<file path="config.mk">
export PLATFORM = sky130hd
export DESIGN_NAME = fat_chain_block_allocator_top_flat
export DESIGN_NICKNAME = d
export VERILOG_FILES = /design/src/fatba_pkg.sv /design/src/fatba_if.sv /design/src/fatba_dir.sv /design/src/fat_chain_block_allocator_top.sv /design/src/flat_wrapper.sv
export SDC_FILE = /design/constraint.sdc
export NUM_CORES = 2
export LEC_CHECK = 0
export ABC_AREA = 1
export BUFFER_PORTS_ARGS = -buffer_cell sky130_fd_sc_hd__buf_2
export CORE_MARGIN = 2
export CORE_UTILIZATION = 45
export CTS_CLUSTER_SIZE = 14
export DETAILED_ROUTE_END_ITERATION = 16
export PLACE_DENSITY_LB_ADDON = 0.3
export SLEW_MARGIN = 5
export SYNTH_ARGS = -nofsm -noshare
export SYNTH_HDL_FRONTEND = slang
export SYNTH_SLANG_ARGS = --single-unit
export TNS_END_PERCENT = 1
</file>
<file path="constraint.sdc">
create_clock -name clk_i -period 14.56 [get_ports clk_i]
set_input_delay 2.184 -clock clk_i [delete_from_list [all_inputs] [get_ports clk_i]]
set_output_delay 2.184 -clock clk_i [all_outputs]
set_load 0.02 [all_outputs]
</file>
<file path="src/fatba_pkg.sv">
`timescale 1ns / 1ps
// Package for the file-allocation-table block allocator.
// Holds sizes, operation and status codes, directory types and the format function.
// No dependencies.
package fatba_pkg;

  localparam int NUM_BLOCKS      = 256;
  localparam int ROOT_ENTRIES    = 8;
  localparam int RESERVED_BLOCKS = 13;

  localparam int BLK_W  = 8;
  localparam int CNT_W  = BLK_W + 1;
  localparam int DIR_W  = 3;
  localparam int NAME_W = 40;
  localparam int MODE_W = 3;
  localparam int STAT_W = 3;

  typedef enum logic [MODE_W-1:0] {
    MODE_CREATE = 3'd0,
    MODE_REMOVE = 3'd1,
    MODE_APPEND = 3'd2,
    MODE_DELETE = 3'd3,
    MODE_CHECK  = 3'd4,
    MODE_NEXT   = 3'd5,
    MODE_FIRST  = 3'd6
  } mode_e;

  typedef enum logic [STAT_W-1:0] {
    ST_OK          = 3'd0,
    ST_EXISTS      = 3'd1,
    ST_DIR_FULL    = 3'd2,
    ST_NOT_FOUND   = 3'd3,
    ST_NOT_EMPTY   = 3'd4,
    ST_DISK_FULL   = 3'd5,
    ST_NOT_IN_FILE = 3'd6,
    ST_FILE_EMPTY  = 3'd7
  } status_e;

  typedef enum logic [1:0] {
    DIR_NONE   = 2'd0,
    DIR_CREATE = 2'd1,
    DIR_REMOVE = 2'd2,
    DIR_FIRST  = 2'd3
  } dir_op_e;

  typedef struct packed {
    dir_op_e          op;
    logic [DIR_W-1:0] idx;
    logic [BLK_W-1:0] first;
  } dir_upd_t;

  typedef struct packed {
    logic             hit;
    logic [DIR_W-1:0] hit_idx;
    logic [BLK_W-1:0] hit_first;
    logic             free_hit;
    logic [DIR_W-1:0] free_idx;
  } dir_look_t;

  // Link value written to each entry by the format pass after reset.
  function automatic logic [BLK_W-1:0] fmt_link(input logic [BLK_W-1:0] idx);
    int i;
    int data0;
    i     = int'(idx);
    data0 = RESERVED_BLOCKS + 1;
    if (i == 0) begin
      return (data0 < NUM_BLOCKS) ? BLK_W'(data0) : '0;
    end else if (i >= data0 && i + 1 < NUM_BLOCKS) begin
      return BLK_W'(i + 1);
    end
    return '0;
  endfunction

endpackage

</file>
<file path="src/fatba_if.sv">
`timescale 1ns / 1ps
// Handshake channels of the allocator: request and response.
// Depends on fatba_pkg.
interface fatba_req_if import fatba_pkg::*; ();
  logic              valid;
  logic              ready;
  logic [MODE_W-1:0] mode;
  logic [NAME_W-1:0] file_name;
  logic [BLK_W-1:0]  block_number;

  modport source (output valid, mode, file_name, block_number, input ready);
  modport sink (input valid, mode, file_name, block_number, output ready);
endinterface

interface fatba_rsp_if import fatba_pkg::*; ();
  logic              valid;
  logic              ready;
  logic [STAT_W-1:0] status;
  logic [BLK_W-1:0]  block_value;

  modport source (output valid, status, block_value, input ready);
  modport sink (input valid, status, block_value, output ready);
endinterface

</file>
<file path="src/fatba_dir.sv">
`timescale 1ns / 1ps
// Root directory of the allocator: slot registers, name lookup and free-slot search.
// Depends on fatba_pkg.
module fatba_dir import fatba_pkg::*; (
  input  logic              clk_i,
  input  logic              rst_ni,
  input  logic [NAME_W-1:0] name_i,
  input  dir_upd_t          upd_i,
  output dir_look_t         look_o
);

  logic [NAME_W-1:0] names_q [ROOT_ENTRIES];
  logic              used_q  [ROOT_ENTRIES];
  logic [BLK_W-1:0]  first_q [ROOT_ENTRIES];

  // Lowest matching slot and lowest free slot win.
  always_comb begin
    look_o = '0;
    for (int i = ROOT_ENTRIES - 1; i >= 0; i--) begin
      if (used_q[i] && names_q[i] == name_i) begin
        look_o.hit     = 1'b1;
        look_o.hit_idx = DIR_W'(i);
      end
      if (!used_q[i]) begin
        look_o.free_hit = 1'b1;
        look_o.free_idx = DIR_W'(i);
      end
    end
    look_o.hit_first = first_q[look_o.hit_idx];
  end

  always_ff @(posedge clk_i or negedge rst_ni) begin
    if (!rst_ni) begin
      for (int i = 0; i < ROOT_ENTRIES; i++) begin
        names_q[i] <= '0;
        used_q[i]  <= 1'b0;
        first_q[i] <= '0;
      end
    end else begin
      unique case (upd_i.op)
        DIR_CREATE: begin
          used_q[upd_i.idx]  <= 1'b1;
          names_q[upd_i.idx] <= name_i;
          first_q[upd_i.idx] <= '0;
        end
        DIR_REMOVE: begin
          used_q[upd_i.idx]  <= 1'b0;
          names_q[upd_i.idx] <= '0;
        end
        DIR_FIRST: begin
          first_q[upd_i.idx] <= upd_i.first;
        end
        default: begin
        end
      endcase
    end
  end

endmodule

</file>
<file path="src/fat_chain_block_allocator_top.sv">
`timescale 1ns / 1ps
// Top level of the file-allocation-table block allocator.
// Depends on fatba_pkg, fatba_req_if / fatba_rsp_if and fatba_dir.
//
// Usage: a request transfer on req_i carries an operation (create, remove,
// append block, delete block, check block, next block, first block), a
// five-character file name and a block number. Every request produces
// exactly one response transfer on rsp_o with a status and a block value.
// Requests are handled one at a time: req_i.ready is high only while the
// engine is idle.
//
// Timing: directory-only operations (create, remove, first) go from the
// dispatch state straight to the done state. Append, delete, check and
// next follow the file's block chain through the link memory at one link per
// cycle, so the response time grows with the number of links read; the walk is
// bounded by NUM_BLOCKS links, and the single read port of the link memory sets
// the walk rate. A new request can be taken in the cycle after the response
// is loaded into the output register.
//
// Reset: after rst_ni is released the engine formats the link memory in a
// pass over all NUM_BLOCKS entries (free chain over the data blocks, reserved
// blocks zero); no request is taken during that pass.
//
// Stall: the response sits in an output register. If the receiver holds
// rsp_o.ready low, the finished result waits there and the engine holds
// in its done state until the register frees up.
module fat_chain_block_allocator_top import fatba_pkg::*; (
  input  logic        clk_i,
  input  logic        rst_ni,
  fatba_req_if.sink   req_i,
  fatba_rsp_if.source rsp_o
);

  // One-hot engine state.
  typedef enum logic [12:0] {
    S_FMT      = 13'b0000000000001,
    S_IDLE     = 13'b0000000000010,
    S_DISP     = 13'b0000000000100,
    S_APP_HEAD = 13'b0000000001000,
    S_APP_POP  = 13'b0000000010000,
    S_APP_CLR  = 13'b0000000100000,
    S_WALK     = 13'b0000001000000,
    S_DEL_LINK = 13'b0000010000000,
    S_DEL_FREE = 13'b0000100000000,
    S_DEL_TOP  = 13'b0001000000000,
    S_NEXT_VAL = 13'b0010000000000,
    S_DONE     = 13'b0100000000000,
    S_SPARE    = 13'b1000000000000
  } state_e;

  state_e state_q, state_d;

  // Latched request.
  logic [MODE_W-1:0] mode_q;
  logic [NAME_W-1:0] name_q;
  logic [BLK_W-1:0]  bn_q;

  // Working registers.
  logic [DIR_W-1:0] e_q, e_d;
  logic [BLK_W-1:0] first_q, first_d;
  logic [BLK_W-1:0] alloc_q, alloc_d;
  logic [BLK_W-1:0] cur_q, cur_d;
  logic [CNT_W-1:0] cnt_q, cnt_d;
  logic             head_q, head_d;
  logic [BLK_W-1:0] fmt_q, fmt_d;
  logic [STAT_W-1:0] res_status_q, res_status_d;
  logic [BLK_W-1:0]  res_value_q, res_value_d;

  // Output register.
  logic              rsp_valid_q, rsp_valid_d;
  logic [STAT_W-1:0] rsp_status_q, rsp_status_d;
  logic [BLK_W-1:0]  rsp_value_q, rsp_value_d;

  // Link memory: one write and one read per cycle, registered read data.
  logic [BLK_W-1:0] link_mem [NUM_BLOCKS];
  logic             mem_we;
  logic [BLK_W-1:0] mem_wa, mem_wd, mem_ra, mem_rd_q;

  dir_upd_t  dir_upd;
  dir_look_t dir_look;

  logic req_fire;
  logic load_rsp;
  logic walk_more;

  assign req_fire = req_i.valid && req_i.ready;
  assign req_i.ready = (state_q == S_IDLE);

  assign rsp_o.valid       = rsp_valid_q;
  assign rsp_o.status      = rsp_status_q;
  assign rsp_o.block_value = rsp_value_q;

  fatba_dir u_dir (
    .clk_i  (clk_i),
    .rst_ni (rst_ni),
    .name_i (name_q),
    .upd_i  (dir_upd),
    .look_o (dir_look)
  );

  // A read of the entry being written in the same cycle returns the new data.
  always_ff @(posedge clk_i) begin
    if (mem_we) begin
      link_mem[mem_wa] <= mem_wd;
    end
    mem_rd_q <= (mem_we && mem_wa == mem_ra) ? mem_wd : link_mem[mem_ra];
  end

  // The walk continues while the bound is not spent and the link is not the end.
  assign walk_more = !cnt_q[CNT_W-1] && mem_rd_q != '0;

  assign load_rsp = (state_q == S_DONE) && (!rsp_valid_q || rsp_o.ready);

  always_comb begin
    state_d      = state_q;
    e_d          = e_q;
    first_d      = first_q;
    alloc_d      = alloc_q;
    cur_d        = cur_q;
    cnt_d        = cnt_q;
    head_d       = head_q;
    fmt_d        = fmt_q;
    res_status_d = res_status_q;
    res_value_d  = res_value_q;
    mem_we       = 1'b0;
    mem_wa       = '0;
    mem_wd       = '0;
    mem_ra       = '0;
    dir_upd      = '0;

    unique case (state_q)
      S_FMT: begin
        mem_we = 1'b1;
        mem_wa = fmt_q;
        mem_wd = fmt_link(fmt_q);
        fmt_d  = fmt_q + 1'b1;
        if (fmt_q == BLK_W'(NUM_BLOCKS - 1)) begin
          state_d = S_IDLE;
        end
      end

      S_IDLE: begin
        if (req_fire) begin
          state_d = S_DISP;
        end
      end

      S_DISP: begin
        res_status_d = ST_OK;
        res_value_d  = '0;
        e_d          = dir_look.hit_idx;
        first_d      = dir_look.hit_first;
        cur_d        = dir_look.hit_first;
        cnt_d        = '0;
        state_d      = S_DONE;
        if (mode_q == MODE_CREATE) begin
          if (dir_look.hit) begin
            res_status_d = ST_EXISTS;
          end else if (dir_look.free_hit) begin
            dir_upd.op  = DIR_CREATE;
            dir_upd.idx = dir_look.free_idx;
          end else begin
            res_status_d = ST_DIR_FULL;
          end
        end else if (mode_q <= MODE_FIRST && !dir_look.hit) begin
          res_status_d = ST_NOT_FOUND;
        end else begin
          case (mode_q)
            MODE_REMOVE: begin
              if (dir_look.hit_first != '0) begin
                res_status_d = ST_NOT_EMPTY;
              end else begin
                dir_upd.op  = DIR_REMOVE;
                dir_upd.idx = dir_look.hit_idx;
              end
            end
            MODE_APPEND: begin
              mem_ra  = '0;
              state_d = S_APP_HEAD;
            end
            MODE_DELETE: begin
              if (dir_look.hit_first == '0) begin
                res_status_d = ST_FILE_EMPTY;
              end else if (dir_look.hit_first == bn_q) begin
                head_d  = 1'b1;
                mem_ra  = bn_q;
                state_d = S_DEL_LINK;
              end else begin
                head_d  = 1'b0;
                mem_ra  = dir_look.hit_first;
                state_d = S_WALK;
              end
            end
            MODE_CHECK, MODE_NEXT: begin
              if (dir_look.hit_first == '0) begin
                res_status_d = ST_FILE_EMPTY;
              end else if (dir_look.hit_first == bn_q) begin
                if (mode_q == MODE_NEXT) begin
                  mem_ra  = bn_q;
                  state_d = S_NEXT_VAL;
                end
              end else begin
                mem_ra  = dir_look.hit_first;
                state_d = S_WALK;
              end
            end
            MODE_FIRST: begin
              res_value_d = dir_look.hit_first;
            end
            default: begin
            end
          endcase
        end
      end

      S_APP_HEAD: begin
        if (mem_rd_q == '0) begin
          res_status_d = ST_DISK_FULL;
          state_d      = S_DONE;
        end else begin
          alloc_d = mem_rd_q;
          mem_ra  = mem_rd_q;
          state_d = S_APP_POP;
        end
      end

      S_APP_POP: begin
        // The free list head moves on to the block after the allocated one.
        mem_we  = 1'b1;
        mem_wa  = '0;
        mem_wd  = mem_rd_q;
        state_d = S_APP_CLR;
      end

      S_APP_CLR: begin
        mem_we      = 1'b1;
        mem_wa      = alloc_q;
        mem_wd      = '0;
        res_value_d = alloc_q;
        if (first_q == '0) begin
          dir_upd.op    = DIR_FIRST;
          dir_upd.idx   = e_q;
          dir_upd.first = alloc_q;
          state_d       = S_DONE;
        end else begin
          mem_ra  = first_q;
          state_d = S_WALK;
        end
      end

      S_WALK: begin
        // mem_rd_q holds the link of cur_q.
        state_d = S_DONE;
        case (mode_q)
          MODE_APPEND: begin
            if (walk_more) begin
              state_d = S_WALK;
            end else begin
              mem_we = 1'b1;
              mem_wa = cur_q;
              mem_wd = alloc_q;
            end
          end
          MODE_DELETE: begin
            if (walk_more && mem_rd_q != bn_q) begin
              state_d = S_WALK;
            end else if (mem_rd_q != bn_q || bn_q == '0) begin
              res_status_d = ST_NOT_IN_FILE;
            end else begin
              mem_ra  = bn_q;
              state_d = S_DEL_LINK;
            end
          end
          default: begin
            if (!walk_more) begin
              res_status_d = ST_NOT_IN_FILE;
            end else if (mem_rd_q == bn_q) begin
              if (mode_q == MODE_NEXT) begin
                mem_ra  = bn_q;
                state_d = S_NEXT_VAL;
              end
            end else begin
              state_d = S_WALK;
            end
          end
        endcase
        if (state_d == S_WALK) begin
          cur_d  = mem_rd_q;
          cnt_d  = cnt_q + 1'b1;
          mem_ra = mem_rd_q;
        end
      end

      S_DEL_LINK: begin
        // Splice the block out: its successor goes to the file head or to prev.
        if (head_q) begin
          dir_upd.op    = DIR_FIRST;
          dir_upd.idx   = e_q;
          dir_upd.first = mem_rd_q;
        end else begin
          mem_we = 1'b1;
          mem_wa = cur_q;
          mem_wd = mem_rd_q;
        end
        mem_ra  = '0;
        state_d = S_DEL_FREE;
      end

      S_DEL_FREE: begin
        mem_we  = 1'b1;
        mem_wa  = bn_q;
        mem_wd  = mem_rd_q;
        state_d = S_DEL_TOP;
      end

      S_DEL_TOP: begin
        mem_we  = 1'b1;
        mem_wa  = '0;
        mem_wd  = bn_q;
        state_d = S_DONE;
      end

      S_NEXT_VAL: begin
        res_value_d = mem_rd_q;
        state_d     = S_DONE;
      end

      S_DONE: begin
        if (load_rsp) begin
          state_d = S_IDLE;
        end
      end

      default: begin
        state_d = S_IDLE;
      end
    endcase
  end

  always_comb begin
    rsp_valid_d  = rsp_valid_q;
    rsp_status_d = rsp_status_q;
    rsp_value_d  = rsp_value_q;
    if (load_rsp) begin
      rsp_valid_d  = 1'b1;
      rsp_status_d = res_status_q;
      rsp_value_d  = (res_status_q == ST_OK) ? res_value_q : '0;
    end else if (rsp_o.ready) begin
      rsp_valid_d = 1'b0;
    end
  end

  always_ff @(posedge clk_i or negedge rst_ni) begin
    if (!rst_ni) begin
      state_q     <= S_FMT;
      fmt_q       <= '0;
      rsp_valid_q <= 1'b0;
    end else begin
      state_q     <= state_d;
      fmt_q       <= fmt_d;
      rsp_valid_q <= rsp_valid_d;
    end
  end

  always_ff @(posedge clk_i) begin
    if (req_fire) begin
      mode_q <= req_i.mode;
      name_q <= req_i.file_name;
      bn_q   <= req_i.block_number;
    end
    e_q          <= e_d;
    first_q      <= first_d;
    alloc_q      <= alloc_d;
    cur_q        <= cur_d;
    cnt_q        <= cnt_d;
    head_q       <= head_d;
    res_status_q <= res_status_d;
    res_value_q  <= res_value_d;
    rsp_status_q <= rsp_status_d;
    rsp_value_q  <= rsp_value_d;
  end

  // A failed operation never reports a block.
  assert property (@(posedge clk_i) disable iff (!rst_ni)
    rsp_valid_q && rsp_status_q != ST_OK |-> rsp_value_q == '0)
    else $error("nonzero block value with error status");

  // The link memory is left alone while the engine waits for a request.
  assert property (@(posedge clk_i) disable iff (!rst_ni)
    mem_we |-> state_q != S_IDLE && state_q != S_DONE)
    else $error("link memory written while idle");

  // An accepted request is dispatched in the next cycle.
  assert property (@(posedge clk_i) disable iff (!rst_ni)
    req_fire |=> state_q == S_DISP)
    else $error("request not dispatched");

endmodule

</file>
<file path="src/flat_wrapper.sv">
// flat-port wrapper written by rule: the top's interface ports become plain ports
module fat_chain_block_allocator_top_flat import fatba_pkg::*;
  (clk_i, rst_ni, req_i_valid, req_i_mode, req_i_file_name, req_i_block_number, req_i_ready, rsp_o_valid, rsp_o_status, rsp_o_block_value, rsp_o_ready);
  fatba_req_if req_i_i ();
  fatba_rsp_if rsp_o_i ();
  input  logic clk_i;
  input  logic rst_ni;
  input wire logic [$bits(req_i_i.valid)-1:0] req_i_valid;
  input wire logic [$bits(req_i_i.mode)-1:0] req_i_mode;
  input wire logic [$bits(req_i_i.file_name)-1:0] req_i_file_name;
  input wire logic [$bits(req_i_i.block_number)-1:0] req_i_block_number;
  output wire logic [$bits(req_i_i.ready)-1:0] req_i_ready;
  output wire logic [$bits(rsp_o_i.valid)-1:0] rsp_o_valid;
  output wire logic [$bits(rsp_o_i.status)-1:0] rsp_o_status;
  output wire logic [$bits(rsp_o_i.block_value)-1:0] rsp_o_block_value;
  input wire logic [$bits(rsp_o_i.ready)-1:0] rsp_o_ready;
  assign req_i_i.valid = req_i_valid;
  assign req_i_i.mode = req_i_mode;
  assign req_i_i.file_name = req_i_file_name;
  assign req_i_i.block_number = req_i_block_number;
  assign req_i_ready = req_i_i.ready;
  assign rsp_o_valid = rsp_o_i.valid;
  assign rsp_o_status = rsp_o_i.status;
  assign rsp_o_block_value = rsp_o_i.block_value;
  assign rsp_o_i.ready = rsp_o_ready;
  fat_chain_block_allocator_top u_core (.clk_i(clk_i), .rst_ni(rst_ni), .req_i(req_i_i), .rsp_o(rsp_o_i));
endmodule
</file>
==> load_flow_metrics.sql <==
INSERT INTO impl_metrics (metric_group, metric, value, unit) VALUES
('run_status', 'result_of_the_run', 'finished clean', ''),
('detailed_routing', 'detailed_route_drc_error_count', '0', ''),
('logic_synthesis', 'syn_area', '0.112', 'mm2'),
('logic_synthesis', 'main_flop_type_after_synthesis', 'edfxtp_1', ''),
('critical_path', 'critical_path.startpoint_type', 'flip-flop', ''),
('floorplan', 'die_area', '0.254', 'mm2'),
('timing', 'max_slew.worst_pin.slew', '1.37', 'ns'),
('detailed_routing', 'detailroute.via_count', '84400', ''),
('logic_synthesis', 'yosysMostFrequentCell', 'edfxtp_1', ''),
('floorplan', 'die_width', '504', 'um'),
('critical_path', 'required', '15.08', 'ns'),
('timing', 'relSlewSlack', '8.28', '%'),
('critical_path', 'timing.critical_path.arrival', '9.32', 'ns'),
('logic_synthesis', 'ys_types', '63', ''),
('floorplan', 'core', '0.248', 'mm2'),
('detailed_routing', 'ant_nets', '0', ''),
('grt', 'pin_count_of_the_biggest_net_entering_global_routing', '240', ''),
('detailed_routing', 'number_of_drc_violations_after_detailed_routing_iteration_0', '11700', ''),
('detailed_routing', 'route.detailed.vias_per_inst', '6.05', ''),
('logic_synthesis', 'top_post_synthesis_cells_by_count', 'edfxtp_1, nand2_1, nor2_1', ''),
('critical_path', 'worstPathMaxFanout', '112', ''),
('logic_synthesis', 'synth.area.top_cells', 'edfxtp_1, dfrtp_1, nand2_1', ''),
('timing', 'grt_setup_unrepaired', 'false', ''),
('cts', 'post_cts_setup_buffer_count', '0', ''),
('timing', 'fmaxAchievable', '0.114', 'GHz'),
('timing', 'final.min_clock_period', '8.80', 'ns'),
('logic_synthesis', 'synth.top_cell.area_share', '57.6', '%'),
('floorplan', 'initial_utilization', '45.3', '%'),
('cts', 'worst_skew_pair.late_latency', '0.96', 'ns'),
('floorplan', 'die_height', '504', 'um'),
('logic_synthesis', 'yosysSeqAreaShare', '67.0', '%'),
('power_and_ir_drop', 'irDropWorstVdd', '0.126', 'mV'),
('logic_synthesis', 'synth_edf_count', '2158', ''),
('floorplan', 'core.rowCount', '183', ''),
('cts', 'cts_tree', 'done', ''),
('cts', 'tritoncts_num_sinks', '2579', ''),
('timing', 'timing.final.max_slew_violations', '0', ''),
('detailed_routing', 'detailedRoute.firstPassIterationCount', '7', ''),
('grt', 'grt_util_all_layers', '28.2', '%'),
('placed_design', 'place.gp.congestion', '1.01', ''),
('cts', 'clock_path_buffers', '4', ''),
('power_and_ir_drop', 'report.power.total', '16.4', 'mW'),
('cts', 'clock_root_buffer', 'clkbuf_16', ''),
('critical_path', 'cp-end-kind', 'flip-flop', ''),
('cts', 'post_cts.resized_instances', '0', ''),
('logic_synthesis', 'yosys_warnings', '0', ''),
('floorplan', 'boundaryPins', '68', ''),
('critical_path', 'critPathKind', 'reg -> reg', ''),
('grt', 'grt_first_pass_wirelength', '539000', 'um'),
('logic_synthesis', 'synth_area_leader_cell', 'edfxtp_1', ''),
('cts', 'tritoncts.num_buffers', '291', ''),
('logic_synthesis', 'netlist_instances', '10600', ''),
('timing', 'report.final.setup_viol', '0', ''),
('timing', 'final_hold_vio_count', '0', ''),
('logic_synthesis', 'postSynthNetCount', '10700', ''),
('logic_synthesis', 'synth_seq_cells', '2579', ''),
('hold_path', 'hold_path_class', 'reg -> reg', ''),
('cts', 'clock_transition_at_path_regs', '0.06', 'ns'),
('timing', 'layout_worst_path_cycle_share', '60.4', '%'),
('cts', 'htree_levels', '5', ''),
('timing', 'total_negative_slack', '0', 'ns'),
('detailed_routing', 'detail_route.wirelength', '369000', 'um'),
('logic_synthesis', 'synthArstFlopShare', '16.0', '%'),
('grt', 'number_of_global_route_vias_before_repair', '82400', ''),
('detailed_routing', 'wl_per_cell', '26.5', 'um'),
('power_and_ir_drop', 'pwr_density_cell', '132', 'mW/mm2'),
('run', 'number_of_violations_of_the_max_capacitance_limit', '0', ''),
('grt', 'antenna_found_initial', '6', ''),
('grt', 'gr-total-overflow', '0', ''),
('cells_and_area', 'layout-area-overhead-vs-synth', '10.6', '%'),
('cts', 'postCtsHoldBufs', '0', ''),
('placed_design', 'io_buffers', '67', ''),
('logic_synthesis', 'syn_avg_cell_area', '10.6', 'um2'),
('timing', 'clock-skew-final', '0.0919', 'ns'),
('power_and_ir_drop', 'p_leak', '41.2', 'nW'),
('cells_and_area', 'numnets_final', '10500', ''),
('placed_design', 'dp.final_hpwl', '229000', 'um'),
('cells_and_area', 'layout-drive-gt1-share', '7.46', '%');
==> routing by layer <==
metal | wire length [um] | GRT usage (%)
met5 | 0 | 0
met4 | 21800 | 14.9
met3 | 32000 | 4.79
met2 | 170000 | 44.6
met1 | 145000 | 37.3
==> cell usage in the layout, fill, tap and decap left out, drive strengths merged, types with 7 or more instances in the layout <==
cell type,Yosys,layout
nand3b,11,11
nand2,2035,2035
o22ai,549,549
ha,7,7
xnor2,54,54
xor2,37,37
edfxtp,2158,2158
a221oi,9,9
or2,52,52
clkbuf,382,356
buf,325,203
inv,367,372
nor3,51,51
o221ai,19,19
dfxtp,8,8
clkinv,4,107
a211oi,11,11
dfrtp,412,412
nor2,1648,1648
nand4,403,403
a21oi,42,42
nor4,45,45
o21ai,1146,1146
nand3,783,783
o2111ai,14,14
bufinv,0,23
nor3b,12,12
clkinvlp,0,13
==> cell type report <==
| class | instances | area [um2] |
|---|---|---|
| fillers | 22000 | 124000 |
| clock buffers | 356 | 7770 |
| repair buffers | 203 | 1530 |
| diodes | 4 | 10.0 |
| inverters | 371 | 1430 |
| well taps | 3330 | 4170 |
| flip-flops and latches | 2579 | 75300 |
| multi-input cells | 6955 | 32700 |
| clock inverters | 144 | 1370 |
==> power breakdown <==
group	switching [mW]	internal, mW	leakage [nW]	total (mW)
sequential	0.180	8.03	21.0	8.21
clock	2.95	4.19	4.47	7.15
combinational	0.757	0.242	15.7	0.998
==> per-stage QoR <==
| step | std cells | util [%] | hold WS [ns] | cell area [um2] | worst slack, ns |
|---|---|---|---|---|---|
| 2_1_floorplan | 10600 | - | 0.417 | 112000 | 3.32 |
| 3_3_place_gp | 13400 | 46.4 | 0.452 | 115000 | 6.30 |
| 3_5_place_dp | 13400 | 46.4 | 0.434 | 115000 | 6.15 |
| 4_1_cts | 13900 | 50.0 | 0.454 | 124000 | 6.13 |
| 5_1_grt | 13900 | 50.0 | 0.469 | 124000 | 5.35 |
| 6_report | 13900 | 50.0 | 0.454 | 124000 | 5.76 |
==> worst max-delay path, cell delays in order (launching register included) <==
cell and delay (ns):
dfxtp_4 0.74, buf_4 0.57, buf_4 0.84, buf_4 0.86, o21ai_0 0.22, o22ai_1 0.24, nand2_1 0.08, nand3_1 0.11
nand3_1 0.15, nand3_1 0.22, nand3_1 0.12, nand3_1 0.40, nand2_1 0.39, inv_2 0.18, nor2_1 0.07, nand4_2 0.13
nand2_2 0.11, nand3_4 0.24, o21ai_4 0.20, nand2_1 0.15, nand2_1 0.10, nor2_1 0.38, nand2_1 0.73, nor2_1 0.80
==> sequential cells by signal, summed over array words and instances (netlist names), 8 cells and up, named ones only <==
register,cells
u_core.u_dir.first_q,64
u_core.bn_q,8
u_core.rsp_o.block_value,8
u_core.name_q,40
u_core.u_dir.names_q,320
u_core.fmt_q,8
u_core.link_mem,2048
u_core.alloc_q,8
u_core.cur_q,8
u_core.cnt_q,9
u_core.state_q,12
u_core.first_q,8
u_core.res_value_q,8
==> cell families (layout without fill, tap and decap cells) <==
family | after synthesis | count (layout) | share of synthesized area (%)
other | 0 | 4 | 0
flip-flops | 2579 | 2579 | 67.0
XOR/XNOR | 91 | 91 | 0.709
buffers and inverters | 1078 | 1074 | 4.12
AO/OA/AOI/OAI | 1805 | 1805 | 8.90
AND/OR/NAND/NOR | 5052 | 5052 | 19.2
adder cells (fa/ha/maj) | 7 | 7 | 0.0779
==> final timing paths <==
check,from,end,slack [ns],cells past startpoint
min in group asynchronous,rst_ni,u_core.u_dir.names_q[46],1.27,1
hold reg to reg,u_core.res_status_q[1],u_core.rsp_o.status[1],0.45,0
hold / removal,u_core.res_status_q[1],u_core.rsp_o.status[1],0.45,0
max in group asynchronous,rst_ni,u_core.u_dir.names_q[96],11.04,3
setup reg to reg,flip-flop,u_core.link_mem[71][2],5.76,23
setup / recovery,flip-flop,u_core.link_mem[71][2],5.76,23
No activity file was read; power rests on OpenSTA's default activity.
